`src/hw/rtl/rpbp_pkg.sv`:
```
package rpbp_pkg;

	// header layout
	localparam logic [15:0] HEADER_BYTES = 16'd20;
	localparam logic [15:0] AUTH_BYTES   = 16'd16;
	localparam logic [15:0] AUTH_FIRST   = 16'd4;
	localparam logic [15:0] AUTH_LAST    = AUTH_FIRST + AUTH_BYTES - 16'd1;
	localparam logic [7:0]  ATTR_MIN_LEN = 8'd2;
	localparam logic [7:0]  COUNT_MAX    = 8'hFF;
	localparam logic [15:0] POS_MAX      = 16'hFFFF;

	// byte roles, also used as the parser phase
	typedef enum logic [3:0] {
		KIND_CODE,
		KIND_ID,
		KIND_LEN_HI,
		KIND_LEN_LO,
		KIND_AUTH,
		KIND_ATTR_TYPE,
		KIND_ATTR_LEN,
		KIND_ATTR_DATA,
		KIND_TRAIL
	} kind_t;

	typedef enum logic [1:0] {
		ERR_NONE,
		ERR_SHORT_LEN,
		ERR_ATTR_LEN,
		ERR_OVERRUN
	} err_t;

	typedef struct packed {
		logic [7:0] byte_value;
		logic       packet_start;
	} item_t;

	typedef struct packed {
		kind_t       byte_kind;
		logic [7:0]  byte_echo;
		logic [7:0]  field_offset;
		logic [7:0]  attribute_index;
		logic [7:0]  current_attr_type;
		logic [7:0]  current_attr_length;
		logic [15:0] packet_length;
		logic        attribute_end;
		logic        packet_end;
		err_t        error_code;
	} result_t;

endpackage

```
`src/hw/rtl/rpbp_if.sv`:
```
interface rpbp_byte_if;
	logic       valid;
	logic       ready;
	logic [7:0] byte_value;
	logic       packet_start;

	modport source (output valid, output byte_value, output packet_start, input ready);
	modport sink (input valid, input byte_value, input packet_start, output ready);
endinterface

interface rpbp_tag_if;
	logic        valid;
	logic        ready;
	logic [3:0]  byte_kind;
	logic [7:0]  byte_echo;
	logic [7:0]  field_offset;
	logic [7:0]  attribute_index;
	logic [7:0]  current_attr_type;
	logic [7:0]  current_attr_length;
	logic [15:0] packet_length;
	logic        attribute_end;
	logic        packet_end;
	logic [1:0]  error_code;

	modport source (
		output valid, output byte_kind, output byte_echo, output field_offset,
		output attribute_index, output current_attr_type, output current_attr_length,
		output packet_length, output attribute_end, output packet_end, output error_code,
		input ready
	);
	modport sink (
		input valid, input byte_kind, input byte_echo, input field_offset,
		input attribute_index, input current_attr_type, input current_attr_length,
		input packet_length, input attribute_end, input packet_end, input error_code,
		output ready
	);
endinterface

```
`src/hw/rtl/radius_packet_byte_parser_unit.sv`:
```
// a byte request is registered in stage 1 and its tag in stage 2; a held tag can keep the byte waiting in stage 1
// one byte per cycle while the sink takes each tag; the parser state updates once per byte
// a held tag stalls intake once the input register is also full; ready passes straight through
// reset (arst_n low, asynchronous): both stages empty, parser back in the code phase,
// counters, held lengths and the sticky error cleared; no clearing pass is needed
module radius_packet_byte_parser_unit
	import rpbp_pkg::*;
(
	input  logic        clk,
	input  logic        arst_n,
	rpbp_byte_if.sink   byte_in,
	rpbp_tag_if.source  tag_out
);

	// stage 1: registered byte request
	logic    valid_s1;
	item_t   item_s1;
	// set when the stage 1 byte moves into the output register
	logic    advance;
	// tag of the stage 1 byte, from the parser state as it stands now
	result_t res;

	rpbp_in_stage u_in_stage (
		.clk      (clk),
		.arst_n   (arst_n),
		.byte_in  (byte_in),
		.advance  (advance),
		.valid_s1 (valid_s1),
		.item_s1  (item_s1)
	);

	// parser state advances exactly once per byte, as it leaves stage 1
	rpbp_tagger u_tagger (
		.clk    (clk),
		.arst_n (arst_n),
		.step   (advance),
		.item   (item_s1),
		.res    (res)
	);

	// stage 2: tag request held until the sink takes it
	rpbp_out_stage u_out_stage (
		.clk      (clk),
		.arst_n   (arst_n),
		.valid_s1 (valid_s1),
		.res      (res),
		.advance  (advance),
		.tag_out  (tag_out)
	);

endmodule

```
`src/hw/rtl/rpbp_in_stage.sv`:
```
module rpbp_in_stage
	import rpbp_pkg::*;
(
	input  logic        clk,
	input  logic        arst_n,
	rpbp_byte_if.sink   byte_in,
	input  logic        advance,
	output logic        valid_s1,
	output item_t       item_s1
);

	assign byte_in.ready = !valid_s1 || advance;

	always_ff @(posedge clk or negedge arst_n) begin
		if (!arst_n) begin
			valid_s1 <= 1'b0;
		end else if (byte_in.ready) begin
			valid_s1 <= byte_in.valid;
		end
	end

	always_ff @(posedge clk) begin
		if (byte_in.valid && byte_in.ready) begin
			item_s1.byte_value   <= byte_in.byte_value;
			item_s1.packet_start <= byte_in.packet_start;
		end
	end

endmodule

```
`src/hw/rtl/rpbp_tagger.sv`:
```
module rpbp_tagger
	import rpbp_pkg::*;
(
	input  logic    clk,
	input  logic    arst_n,
	input  logic    step,
	input  item_t   item,
	output result_t res
);

	kind_t       phase_q, phase_n;
	logic [15:0] pos_q, pos_n;
	logic [15:0] dlen_q, dlen_n;
	logic [7:0]  apos_q, apos_n;
	logic [7:0]  atype_q, atype_n;
	logic [7:0]  alen_q, alen_n;
	logic [7:0]  acount_q, acount_n;
	err_t        err_q, err_n;

	// state seen by this byte, after a packet start has cleared it
	kind_t       ph;
	logic [15:0] pos, dlen;
	logic [7:0]  apos, atype, alen, acount;
	err_t        err;
	kind_t       kind;
	logic [7:0]  b;
	logic [16:0] attr_reach;

	always_comb begin
		b = item.byte_value;
		if (item.packet_start) begin
			ph = KIND_CODE; pos = '0; dlen = '0; apos = '0;
			atype = '0; alen = '0; acount = '0; err = ERR_NONE;
		end else begin
			ph = phase_q; pos = pos_q; dlen = dlen_q; apos = apos_q;
			atype = atype_q; alen = alen_q; acount = acount_q; err = err_q;
		end

		kind = ph;
		if ((ph == KIND_ATTR_TYPE || ph == KIND_ATTR_LEN || ph == KIND_ATTR_DATA)
				&& pos >= dlen) begin
			kind = KIND_TRAIL;
		end

		phase_n  = ph;
		dlen_n   = dlen;
		apos_n   = apos;
		atype_n  = atype;
		alen_n   = alen;
		acount_n = acount;
		err_n    = err;
		attr_reach = {1'b0, pos} + {9'd0, b};

		res = '0;
		res.byte_kind = kind;
		res.byte_echo = b;

		case (kind)
			KIND_CODE: phase_n = KIND_ID;
			KIND_ID:   phase_n = KIND_LEN_HI;
			KIND_LEN_HI: begin
				dlen_n  = {b, 8'd0};
				phase_n = KIND_LEN_LO;
			end
			KIND_LEN_LO: begin
				dlen_n = {dlen[15:8], b};
				if ({dlen[15:8], b} < HEADER_BYTES && err == ERR_NONE) begin
					err_n = ERR_SHORT_LEN;
				end
				phase_n = KIND_AUTH;
			end
			KIND_AUTH: begin
				res.field_offset = 8'(pos - AUTH_FIRST);
				if (pos >= AUTH_LAST) begin
					phase_n = KIND_ATTR_TYPE;
				end
			end
			KIND_ATTR_TYPE: begin
				if (pos == HEADER_BYTES) begin
					acount_n = '0;
				end else if (acount < COUNT_MAX) begin
					acount_n = acount + 8'd1;
				end
				atype_n = b;
				alen_n  = '0;
				apos_n  = 8'd1;
				phase_n = KIND_ATTR_LEN;
				res.attribute_index   = acount_n;
				res.current_attr_type = b;
			end
			KIND_ATTR_LEN: begin
				alen_n = b;
				// attribute covers pos-1 .. pos-1+len-1
				if (err == ERR_NONE) begin
					if (b < ATTR_MIN_LEN) begin
						err_n = ERR_ATTR_LEN;
					end else if (attr_reach > {1'b0, dlen} + 17'd1) begin
						err_n = ERR_OVERRUN;
					end
				end
				if (b <= ATTR_MIN_LEN) begin
					res.attribute_end = 1'b1;
					apos_n  = '0;
					phase_n = KIND_ATTR_TYPE;
				end else begin
					apos_n  = ATTR_MIN_LEN;
					phase_n = KIND_ATTR_DATA;
				end
				res.attribute_index     = acount;
				res.current_attr_type   = atype;
				res.current_attr_length = b;
			end
			KIND_ATTR_DATA: begin
				res.field_offset = apos - ATTR_MIN_LEN;
				if ({1'b0, apos} + 9'd1 >= {1'b0, alen}) begin
					res.attribute_end = 1'b1;
					apos_n  = '0;
					phase_n = KIND_ATTR_TYPE;
				end else begin
					apos_n = apos + 8'd1;
				end
				res.attribute_index     = acount;
				res.current_attr_type   = atype;
				res.current_attr_length = alen;
			end
			default: phase_n = KIND_TRAIL;
		endcase

		if (phase_n >= KIND_AUTH || kind == KIND_TRAIL) begin
			res.packet_length = dlen_n;
			res.packet_end    = (dlen_n != '0) && (pos == dlen_n - 16'd1);
		end

		pos_n = (pos < POS_MAX) ? pos + 16'd1 : pos;
		res.error_code = err_n;
	end

	always_ff @(posedge clk or negedge arst_n) begin
		if (!arst_n) begin
			phase_q  <= KIND_CODE;
			pos_q    <= '0;
			dlen_q   <= '0;
			apos_q   <= '0;
			atype_q  <= '0;
			alen_q   <= '0;
			acount_q <= '0;
			err_q    <= ERR_NONE;
		end else if (step) begin
			phase_q  <= phase_n;
			pos_q    <= pos_n;
			dlen_q   <= dlen_n;
			apos_q   <= apos_n;
			atype_q  <= atype_n;
			alen_q   <= alen_n;
			acount_q <= acount_n;
			err_q    <= err_n;
		end
	end

endmodule

```
`src/hw/rtl/rpbp_out_stage.sv`:
```
module rpbp_out_stage
	import rpbp_pkg::*;
(
	input  logic        clk,
	input  logic        arst_n,
	input  logic        valid_s1,
	input  result_t     res,
	output logic        advance,
	rpbp_tag_if.source  tag_out
);

	logic    valid_s2;
	result_t res_s2;

	assign advance = valid_s1 && (!valid_s2 || tag_out.ready);

	always_ff @(posedge clk or negedge arst_n) begin
		if (!arst_n) begin
			valid_s2 <= 1'b0;
		end else if (advance) begin
			valid_s2 <= 1'b1;
		end else if (tag_out.ready) begin
			valid_s2 <= 1'b0;
		end
	end

	always_ff @(posedge clk) begin
		if (advance) begin
			res_s2 <= res;
		end
	end

	assign tag_out.valid               = valid_s2;
	assign tag_out.byte_kind           = res_s2.byte_kind;
	assign tag_out.byte_echo           = res_s2.byte_echo;
	assign tag_out.field_offset        = res_s2.field_offset;
	assign tag_out.attribute_index     = res_s2.attribute_index;
	assign tag_out.current_attr_type   = res_s2.current_attr_type;
	assign tag_out.current_attr_length = res_s2.current_attr_length;
	assign tag_out.packet_length       = res_s2.packet_length;
	assign tag_out.attribute_end       = res_s2.attribute_end;
	assign tag_out.packet_end          = res_s2.packet_end;
	assign tag_out.error_code          = res_s2.error_code;

endmodule

```
`src/flat_wrapper.sv`:
```
// flat-port wrapper written by rule: the top's interface ports become plain ports
module radius_packet_byte_parser_unit_flat import rpbp_pkg::*;
  (clk, arst_n, byte_in_valid, byte_in_byte_value, byte_in_packet_start, byte_in_ready, tag_out_valid, tag_out_byte_kind, tag_out_byte_echo, tag_out_field_offset, tag_out_attribute_index, tag_out_current_attr_type, tag_out_current_attr_length, tag_out_packet_length, tag_out_attribute_end, tag_out_packet_end, tag_out_error_code, tag_out_ready);
  rpbp_byte_if byte_in_i ();
  rpbp_tag_if tag_out_i ();
  input  logic clk;
  input  logic arst_n;
  input wire logic [$bits(byte_in_i.valid)-1:0] byte_in_valid;
  input wire logic [$bits(byte_in_i.byte_value)-1:0] byte_in_byte_value;
  input wire logic [$bits(byte_in_i.packet_start)-1:0] byte_in_packet_start;
  output wire logic [$bits(byte_in_i.ready)-1:0] byte_in_ready;
  output wire logic [$bits(tag_out_i.valid)-1:0] tag_out_valid;
  output wire logic [$bits(tag_out_i.byte_kind)-1:0] tag_out_byte_kind;
  output wire logic [$bits(tag_out_i.byte_echo)-1:0] tag_out_byte_echo;
  output wire logic [$bits(tag_out_i.field_offset)-1:0] tag_out_field_offset;
  output wire logic [$bits(tag_out_i.attribute_index)-1:0] tag_out_attribute_index;
  output wire logic [$bits(tag_out_i.current_attr_type)-1:0] tag_out_current_attr_type;
  output wire logic [$bits(tag_out_i.current_attr_length)-1:0] tag_out_current_attr_length;
  output wire logic [$bits(tag_out_i.packet_length)-1:0] tag_out_packet_length;
  output wire logic [$bits(tag_out_i.attribute_end)-1:0] tag_out_attribute_end;
  output wire logic [$bits(tag_out_i.packet_end)-1:0] tag_out_packet_end;
  output wire logic [$bits(tag_out_i.error_code)-1:0] tag_out_error_code;
  input wire logic [$bits(tag_out_i.ready)-1:0] tag_out_ready;
  assign byte_in_i.valid = byte_in_valid;
  assign byte_in_i.byte_value = byte_in_byte_value;
  assign byte_in_i.packet_start = byte_in_packet_start;
  assign byte_in_ready = byte_in_i.ready;
  assign tag_out_valid = tag_out_i.valid;
  assign tag_out_byte_kind = tag_out_i.byte_kind;
  assign tag_out_byte_echo = tag_out_i.byte_echo;
  assign tag_out_field_offset = tag_out_i.field_offset;
  assign tag_out_attribute_index = tag_out_i.attribute_index;
  assign tag_out_current_attr_type = tag_out_i.current_attr_type;
  assign tag_out_current_attr_length = tag_out_i.current_attr_length;
  assign tag_out_packet_length = tag_out_i.packet_length;
  assign tag_out_attribute_end = tag_out_i.attribute_end;
  assign tag_out_packet_end = tag_out_i.packet_end;
  assign tag_out_error_code = tag_out_i.error_code;
  assign tag_out_i.ready = tag_out_ready;
  radius_packet_byte_parser_unit u_core (.clk(clk), .arst_n(arst_n), .byte_in(byte_in_i), .tag_out(tag_out_i));
endmodule
```
`config.mk`:
```
export PLATFORM = sky130hd
export DESIGN_NAME = radius_packet_byte_parser_unit_flat
export DESIGN_NICKNAME = d
export VERILOG_FILES = /design/src/hw/rtl/rpbp_pkg.sv /design/src/hw/rtl/rpbp_if.sv /design/src/hw/rtl/radius_packet_byte_parser_unit.sv /design/src/hw/rtl/rpbp_in_stage.sv /design/src/hw/rtl/rpbp_tagger.sv /design/src/hw/rtl/rpbp_out_stage.sv /design/src/flat_wrapper.sv
export SDC_FILE = /design/constraint.sdc
export NUM_CORES = 1
export LEC_CHECK = 0
export BUFFER_PORTS_ARGS = -buffer_cell sky130_fd_sc_hd__buf_2
export CAP_MARGIN = 15
export CORE_MARGIN = 3
export CORE_UTILIZATION = 47
export CTS_CLUSTER_SIZE = 20
export DETAILED_ROUTE_END_ITERATION = 16
export PLACE_DENSITY = 0.65
export SKIP_CTS_REPAIR_TIMING = 1
export SLEW_MARGIN = 5
export SYNTH_ARGS = -nofsm -noshare
export SYNTH_HDL_FRONTEND = slang
export SYNTH_HIERARCHICAL = 1
export SYNTH_SLANG_ARGS = --single-unit
```
`constraint.sdc`:
```
create_clock -name clk -period 5.8 [get_ports clk]
set_input_delay 1.16 -clock clk [delete_from_list [all_inputs] [get_ports clk]]
set_output_delay 1.16 -clock clk [all_outputs]
set_load 0.02 [all_outputs]
```
==> impl_metrics.env <==
export IMPL_status="finished, final reports clean"
export IMPL_drc=0
export IMPL_drv_cap=0
export IMPL_synth_seq_area_share_pct=40.7
export IMPL_post_drt_wl_per_cell_um=21.4
export IMPL_start_util_pct=48.2
export IMPL_root_buffer="clkbuf_16"
export IMPL_reg2regPathDepth=19
export IMPL_placed_cell_area_mm2=0.0104
export IMPL_wl_met2_um=13400
export IMPL_htreeDepth=4
export IMPL_clock_fmax_mhz=205
export IMPL_cts_sinks=145
export IMPL_power_density_mw_per_mm2=354
export IMPL_syn_num_nets=1138
export IMPL_crit_arrival_ns=5.17
export IMPL_yosys_most_used_dff="edfxtp_1"
export IMPL_hpwl_um=21100
export IMPL_synth_most_common_cell="nand2_1"
export IMPL_die_x_um=150
export IMPL_synth_compound_area_share_pct=16.9
export IMPL_holdPathEnd="u_core/u_tagger/atype_q[1]"
export IMPL_diodes=0
export IMPL_core_area_mm2=0.0204
export IMPL_rsz0062_at_grt="false"
export IMPL_path_buf_inv=3
export IMPL_crit_chain="buf_4 -> nor2b_1 -> inv_1 -> fa_1 -> inv_1 -> maj3_1 -> a21oi_1 -> o211ai_1 -> a21oi_1 -> or2_2 -> nor2_1 -> xor2_1 -> ha_1 -> and4_1 -> nand3_1 -> o311a_1 -> a211oi_1 -> o21ai_0 -> o2bb2ai_1"
export IMPL_clkLatencyLatePin_ns=0.43
export IMPL_drt_pre_antenna_iters=7
export IMPL_antenna_found_initial=0
export IMPL_min_period_ns=4.89
export IMPL_synth_adder_area_share_pct=7.45
export IMPL_setup_tns_ns=0
export IMPL_synth_commonest_cells="nand2_1 (112), nor2_1 (80), edfxtp_1 (73), dfrtp_1 (72), ha_1 (56)"
export IMPL_netlist_cell_type_count=83
export IMPL_met3_length_um=2070
export IMPL_path_clk_slew_ns=0.06
export IMPL_path_class="flop to flop"
export IMPL_place_gp_congestion=0.965
export IMPL_drtAntennaViolNets=0
export IMPL_yosys_area_share_simple_pct=21.2
export IMPL_cp_end_kind="flop"
export IMPL_routed_via_count=8503
export IMPL_synthMuxAreaShare_pct=2.47
export IMPL_finalCritPeriodShare_pct=84.3
export IMPL_reg2reg_slack_ns=0.91
export IMPL_grt_ovfl_total=0
export IMPL_p_total_mw=3.87
export IMPL_yosysTopAreaCell="edfxtp_1"
export IMPL_syn2layout_area_growth_pct=11.6
export IMPL_cts_buffers=17
export IMPL_cpLargestDelayFamily="compound AO/OA/AOI/OAI gates"
export IMPL_wl_met1_um=13600
export IMPL_grt_pass1_vias=8137
export IMPL_cpPeakStageDelay_ns=0.46
export IMPL_num_rows=52
export IMPL_synthTopCellsByArea="edfxtp_1 (22%), dfrtp_1 (18%), ha_1 (7.1%)"
export IMPL_maxUsedRoutingLayer="met4"
export IMPL_hold_path_class="flop to flop"
export IMPL_synth_top_area_share_pct=22.3
export IMPL_worstHoldPathCells=2
export IMPL_avgViaCountPerCell=6.10
export IMPL_cp_max_fo=31
export IMPL_p_leak_nw=4.53
export IMPL_synth_seq_cells=145
export IMPL_cts_max_path_buffers=2
export IMPL_nNetsFinal=1180
export IMPL_fp_dieH_um=150
export IMPL_cts_tree="built"
export IMPL_cp_slowest_cell="edfxtp_1"
export IMPL_synth_warnings=6
export IMPL_reg2reg_from="u_core/u_in_stage/item_s1[0]"
export IMPL_grt_pass1_wl_um=46500
export IMPL_dieArea_mm2=0.0226
export IMPL_clock_skew_ns=0.00912
export IMPL_synthXorXnorAreaFrac_pct=5.80
export IMPL_hold_viol_final=0
export IMPL_start_kind="flop"
export IMPL_mappedNetlistArea_mm2=0.00981
export IMPL_syn_avg_cell_area_um2=9.18
export IMPL_worst_pin_slew_ns=1.08
export IMPL_cp_required_ns=6.08
export IMPL_grt_max_degree=68
export IMPL_grtUsageTotal_pct=26.7
export IMPL_r2r_end="u_core/u_out_stage/tag_out.error_code[1]"
export IMPL_syn_inst=1068
export IMPL_min_from="u_core/u_tagger/atype_q[1]"
export IMPL_port_buffer_count=78
export IMPL_utilization_pct=53.8
export IMPL_relSlewSlack_pct=27.6
export IMPL_synth_top_family_by_area="simple AND/OR/NAND/NOR gates"
export IMPL_finalInstanceArea_mm2=0.0109
export IMPL_io_pins=79
export IMPL_dr_first_iter_drc_count=876
export IMPL_synth_async_reset_ratio_pct=49.7
export IMPL_drive_above_1_share_pct=14.1
export IMPL_synth_edf_count=73
export IMPL_slew_viol_final=0
export IMPL_setup_viol=0
export IMPL_vdd_ir_drop_max_v=0.000222
export IMPL_drt_total_wl_um=29800
## cells by family after synthesis
family                     Yosys count
buffers and inverters              125
AOI/OAI and AO/OA                  241
muxes                               23
adders and majority gates           58
xor gates and xnor gates            65
DFF                                145
and+or+nand+nor                    411
## cells in the final DEF (no fill, tap or decap), drive strengths merged, types with 9 or more instances in the layout
cell type / count
o2bb2ai: 9
nor3: 40
nand4: 15
o211ai: 10
and3: 12
a211oi: 10
o21ai: 53
a22o: 12
edfxtp: 73
nand2b: 15
nor2b: 28
nor2: 80
xor2: 26
buf: 101
a21oi: 45
o31ai: 9
o22ai: 14
nand3: 53
mux2: 10
clkbuf: 19
nand2: 112
mux2i: 13
inv: 51
ha: 56
xnor2: 39
nor4: 10
a32o: 10
a22oi: 10
a21o: 15
dfrtp: 72
## worst max path at each step
stage | startpoint | end | slack (ns) | depth (start not counted)
after floorplan | u_core/u_in_stage/item_s1[0] | u_core/u_tagger/err_q[0] | 1.21 | 23
after global placement | u_core/u_in_stage/item_s1[0] | u_core/u_out_stage/tag_out.error_code[1] | 1.10 | 19
after detailed placement | u_core/u_in_stage/item_s1[0] | u_core/u_out_stage/tag_out.error_code[1] | 1.0 | 19
after CTS | u_core/u_in_stage/item_s1[0] | u_core/u_out_stage/tag_out.error_code[1] | 0.95 | 19
after global routing | u_core/u_in_stage/item_s1[0] | u_core/u_out_stage/tag_out.error_code[1] | 0.61 | 19
final | u_core/u_in_stage/item_s1[0] | u_core/u_out_stage/tag_out.error_code[1] | 0.91 | 19
## area by class of cell
| type | count | area (µm²) |
|---|---|---|
| Fill cell | 1858 | 9420 |
| Multi-Input combinational cell | 798 | 5280 |
| Sequential cell | 145 | 3990 |
| Timing Repair Buffer | 101 | 566 |
| Clock buffer | 19 | 443 |
| Tap cell | 270 | 338 |
| Inverter | 47 | 176 |
| Clock inverter | 13 | 150 |
## metal layers
| layer | up-vias | global-route usage (%) |
|---|---|---|
| li1 | 3960 | - |
| met1 | 4130 | 38.1 |
| met2 | 366 | 41.3 |
| met3 | 47 | 5.21 |
| met4 | 0 | 8.10 |
| met5 | - | 0 |
## stage by stage
stage	hold slack [ns]	worst slack (ns)	std cells
6_report	0.501	0.913	1393
5_1_grt	0.523	0.608	1393
4_1_cts	0.506	0.947	1393
3_5_place_dp	0.492	0.997	1361
3_3_place_gp	0.483	1.10	1361
2_1_floorplan	0.469	1.21	1068
## worst register-to-register path, delay by kind of cell (launching register included)
kind / cells / cell delay, ns
XOR/XNOR: 1 / 0.08
adder cells (fa/ha/maj): 3 / 0.89
buffers and inverters: 3 / 0.55
AND/OR/NAND/NOR: 5 / 1.16
AO/OA/AOI/OAI: 7 / 1.58
flip-flops: 1 / 0.46
## power by group
group	total (mW)	internal [mW]	switching (mW)
Clock	1.12	0.652	0.464
Sequential	1.43	1.24	0.190
Combinational	1.32	0.501	0.821
## state kept, by name (all words and copies together), names as in the netlist, 9 cells and up
register	count
u_core/u_tagger/pos_q	16
u_core/u_tagger/dlen_q	16
u_core/u_in_stage/item_s1	9
u_core/u_out_stage/tag_out.packet_length	16
Power figures use the tool's default switching activity.
